--- config.mk ---
export PLATFORM = sky130hd
export DESIGN_NAME = lnr_ram
export DESIGN_NICKNAME = d
export VERILOG_FILES = /design/src/rtl/core/lnr_ram.sv
export SDC_FILE = /design/constraint.sdc
export NUM_CORES = 2
export LEC_CHECK = 0
export ABC_AREA = 0
export BUFFER_PORTS_ARGS = -buffer_cell sky130_fd_sc_hd__buf_2
export CAP_MARGIN = 20
export CORE_MARGIN = 8
export CORE_UTILIZATION = 57
export CTS_CLUSTER_DIAMETER = 150
export CTS_CLUSTER_SIZE = 14
export DETAILED_ROUTE_END_ITERATION = 8
export PLACE_DENSITY = 0.72
export SETUP_SLACK_MARGIN = 0.1
export SYNTH_ARGS = -nofsm -noshare
export SYNTH_HDL_FRONTEND = slang
export SYNTH_SLANG_ARGS = --single-unit
--- constraint.sdc ---
create_clock -name clock -period 3.9 [get_ports clock]
set_clock_uncertainty 0.05 [all_clocks]
set_input_delay 0.195 -clock clock [delete_from_list [all_inputs] [get_ports clock]]
set_output_delay 0.195 -clock clock [all_outputs]
set_load 0.02 [all_outputs]
--- src/rtl/core/lnr_ram.sv ---
`timescale 1ns / 1ps
module lnr_ram #(
   parameter int WIDTH = 32,
   parameter int DEPTH = 64
) (
   input  logic                     clock,
   input  logic                     wr_en,
   input  logic [$clog2(DEPTH)-1:0] wr_addr,
   input  logic [WIDTH-1:0]         wr_data,
   input  logic [$clog2(DEPTH)-1:0] rd_addr,
   output logic [WIDTH-1:0]         rd_data
);
   logic [WIDTH-1:0] mem_ff [DEPTH];

   // write one entry, registered read
   always_ff @(posedge clock) begin
      if (wr_en) begin
         mem_ff[wr_addr] <= wr_data;
      end
      rd_data <= mem_ff[rd_addr];
   end
endmodule

* After elaboration in Yosys (flattened, before gate mapping)
Memory sizes are Yosys's and may differ from the RTL's. A register that Yosys moved wholly into a read port is not among the register bits.
Index checks and enable logic that the tools add are counted.
** Cells by class
- Multiplexer cells :: 2
** Operators with widths (number)
- 1-bit two-way mux :: 2
** Storage, ports and cells
- Register bits after elaboration :: 0
- Memory bits (writable) :: 2048
- Bits of input ports :: 46
- Word-level logic and storage cells :: 3
- Memories :: 1
** Memory list
- mem_ff :: depth 64, width 32, rd ports 1, clocked after Yosys merged registers in 1, write ports 1, RTL line 13 : logic [WIDTH-1:0] mem_ff [DEPTH];

* Depth between registers and ports, before layout
- Word-level depth :: 2
- Gate-level depth with buffers :: 10
- Mapped depth without buffers :: 5

* Worst setup path after synthesis
Ideal clock, no wire load.
- Kind :: input-to-reg
- From :: input wr_addr[3]
- To :: memory mem_ff[48][0] (enable)
- Data arrival time :: 2.894 ns
- Required time :: 3.389 ns
- Path slack :: 0.495 ns
- Cell stages on the path :: 4
- Buffers on the path :: 1
- Cells stage by stage :: clkbuf_1 nor2b_1 nand4b_1 nor3_1
** RTL lines
- from (decl) :: RTL line 8 : input logic [$clog2(DEPTH)-1:0] wr_addr,
- to (decl) :: RTL line 13
Straight into the memory's write port.

* Final worst setup path
- From :: input wr_addr[2]
- To :: memory mem_ff[21][19] (enable)
Straight into the memory's write port.

==> key figures <==
Run status
  • Status: finished clean

Critical path
  • CP startpoint kind: primary input
  • Critical path arrival: approximately 3.2 ns
  • R2R cell count: 4
  • Largest fanout on the critical path: 12
  • CP endpoint kind: flop
  • Worst Path Class, Setup: primary input to flop
  • CP Data Required Time: 4.32 ns

Timing
  • Post-route setup TNS: 0 ns
  • RSZ-0062 raised after global routing: false
  • Worst slew pin tran: approximately 1.1 ns
  • Final setup fails: 0
  • Fmax: 366 MHz
  • Final Hold Fails: 0
  • Part of the cycle the worst path needs: approximately 70%
  • Min Tclk post-route: about 2.7 ns
  • PnR worst setup slack: 1.17 ns
  • Slew Limit Fails: 0
  • Max transition margin: around a quarter

Floorplanning
  • Initial Util: a little under three fifths
  • Die ar.: roughly 150000 um^2
  • DIE WIDTH: 387 um
  • Area of the core: between 100000 and 150000 um^2
  • Chip Height: between 300 and 400 um
  • Core Rows: around 140
  • I/O pins: between 70 and 80

Pwr
  • Pwr dens: a little under 500 nW/um^2
  • Leak: approximately 27 nW
  • Cell internal pwr: 33.8 mW
  • Comb pwr share: under 10%
  • Sw power: 9.02 mW
  • Seq pwr share: between 50% and 60%
  • Worst IR Drop VDD: between 0.4 and 0.5 mV
  • Clock power frac: a little over a third
  • Sw frac: approximately a fifth

Clocking
  • CTS tree: done
  • # resized after CTS: 0
  • Root buf cell: clkbuf_16
  • Clock sink count: approximately 2100
  • H-tree depth: 4
  • Clock transition at path regs: around 0.06 ns
  • CTS Buf Count: roughly 170
  • Longest Clk Path Bufs: 3
  • Worst skew pair latency: approximately 0.8 ns

Synthesis
  • Synth Flop Type: edfxtp_1
  • Yosys cell types: 34
  • Mapped Area: 78500 um^2
  • Yosys reg bits: ~2100
  • Number of flops mapped to enable cells by yosys: 2048
  • Register area share after synthesis: between 70% and 80%
  • Ys async rst share: 0%
  • Mapped Nets: roughly 3400
  • Avg Synthesized Cell Area: ~24 um^2
  • Top cells by instance count after synthesis: edfxtp_1 (2048), mux4_2 (544), nor2_1 (137)
  • Largest area contributor in the netlist: edfxtp_1
  • Cells after Synth: ~3300
  • Ranking of synthesized cells by area: edfxtp_1 (78%), mux4_2 (16%), mux2i_1 (1.2%)
  • Yosys warnings: 0
  • Count leader, synth: edfxtp_1
  • Top-area cell type share of the netlist area: about four fifths

Hold path
  • Worst Hold Class: primary input to flop
  • Worst Hold Depth: 1

Routing
  • Wire per inst: between 30 and 40 um
  • Routed WL: between 150000 and 200000 um
  • Via count: 37435
  • Length of the first detailed-routing pass in iterations: 5
  • Via/cell ratio: 6.78
  • DRC viols: 0
  • Starting DRT DRC Count: 5107
  • ANT nets after route: 0

Final layout
  • Share of layout cells above drive strength 1: 28.6%
  • Area growth from synthesis to layout: 12.0%
  • Total Nets Final: roughly 3700
  • Post-Layout Cell Count: roughly 5500

Global route
  • Gr usage total: 25.6%
  • Largest net degree at the start of global routing: 89
  • Initial antenna violation count: 4
  • GRT Residual Overflow: 0
  • Global-route wire length before repair: 275000 um
  • Vias in the first global route: 37833

Place
  • Port Buffers: slightly below 80
  • Post-DP HPWL: 111000 um
  • GP Congestion: approximately 0.85
  • Pre-CTS setup slack: approximately 0.45 ns
  • Inst Count DP: 5186

Flow run
  • Max Cap Violations: 0
[state kept, by name, summed over array words and instances (netlist names)]
name,cells
rd_data,32
mem_ff,2048
[per-stage QoR]
| stage | total power [mW] | hold slack, ns | util (%) | area, um^2 |
|---|---|---|---|---|
| CTS | 42.9 | 0.00470 | 63.6 | 87200 |
| detailed placement | 27.7 | 0.529 | 60.1 | 82400 |
| floorplan | 26.5 | 0.244 | - | 78500 |
| global placement | 27.6 | 0.502 | 60.1 | 82400 |
| finish | 42.8 | 0.0515 | 64.1 | 87900 |
| global route | 43.9 | 0.0529 | 64.1 | 87900 |
[kinds of logic after synthesis]
family | synth area share, %
AOI/OAI and AO/OA | 1.67
and+or+nand+nor | 1.27
buffers and inverters | 1.13
muxes | 16.8
DFF | 79.1
[timing repair]
action	4_1_cts	5_1_grt
hold endpoints to repair	81	814
buffers inserted	0	0
hold buffers	8	22
[worst max-delay path, cell delays in order]
cell	delay (ns)
dlygate4sd3_1	0.53
buf_2	0.27
nor2b_1	0.22
nand3_1	0.78
nor2_4	0.76
buf_4	0.36
[area by class of cell]
| class | count | area (um^2) |
|---|---|---|
| Sequential cell | 2080 | 62100 |
| Fill cell | 8662 | 49200 |
| Multi-Input combinational cell | 1062 | 16000 |
| Clock buffer | 271 | 4630 |
| Timing Repair Buffer | 302 | 2830 |
| Tap cell | 1794 | 2240 |
| Clock inverter | 9 | 126 |
| Antenna cell | 1 | 2.50 |
[path summary, 6_finish.rpt]
path              slack, ns                     start                        to
setup / recovery       1.17                wr_addr[2]  mem_ff[21][19]$_DFFE_PP_
hold reg to reg        0.67  mem_ff[28][17]$_DFFE_PP_       rd_data[17]$_DFF_P_
setup reg to reg       1.39   mem_ff[31][9]$_DFFE_PP_        rd_data[9]$_DFF_P_
hold / removal         0.05               wr_data[11]   mem_ff[6][11]$_DFFE_PP_
[cells in the final DEF (no fill, tap or decap), types with 32 or more instances in the layout]
cell type | synthesis | final
a21oi_1 | 62 | 62
buf_12 | 0 | 45
buf_2 | 57 | 73
buf_4 | 25 | 146
clkbuf_1 | 74 | 101
clkbuf_16 | 0 | 170
dfxtp_1 | 32 | 32
edfxtp_1 | 2048 | 2048
mux2i_1 | 93 | 93
mux4_2 | 544 | 544
nor2_1 | 137 | 75
nor2_4 | 0 | 62
o22ai_1 | 84 | 84
[power groups by stage]
stage / Sequential (mW) / Clock [mW] / Combinational, mW
5_1_grt: 24.8 / 16.5 / 2.55
6_report: 24.8 / 15.5 / 2.44
2_1_floorplan: 25.3 / 0 / 1.20
3_5_place_dp: 25.3 / 0 / 2.36
3_3_place_gp: 25.3 / 0 / 2.29
4_1_cts: 24.8 / 15.7 / 2.37
[layer usage]
layer | wire length (um) | vias to the layer above | track usage, %
li1 | - | 14786 | -
met5 | 29 | - | 0
met2 | 93700 | 2255 | 41.0
met3 | 20900 | 362 | 5.47
met4 | 6810 | 4 | 8.50
met1 | 72300 | 20028 | 35.6
No activity file was read; power rests on OpenSTA's default activity.
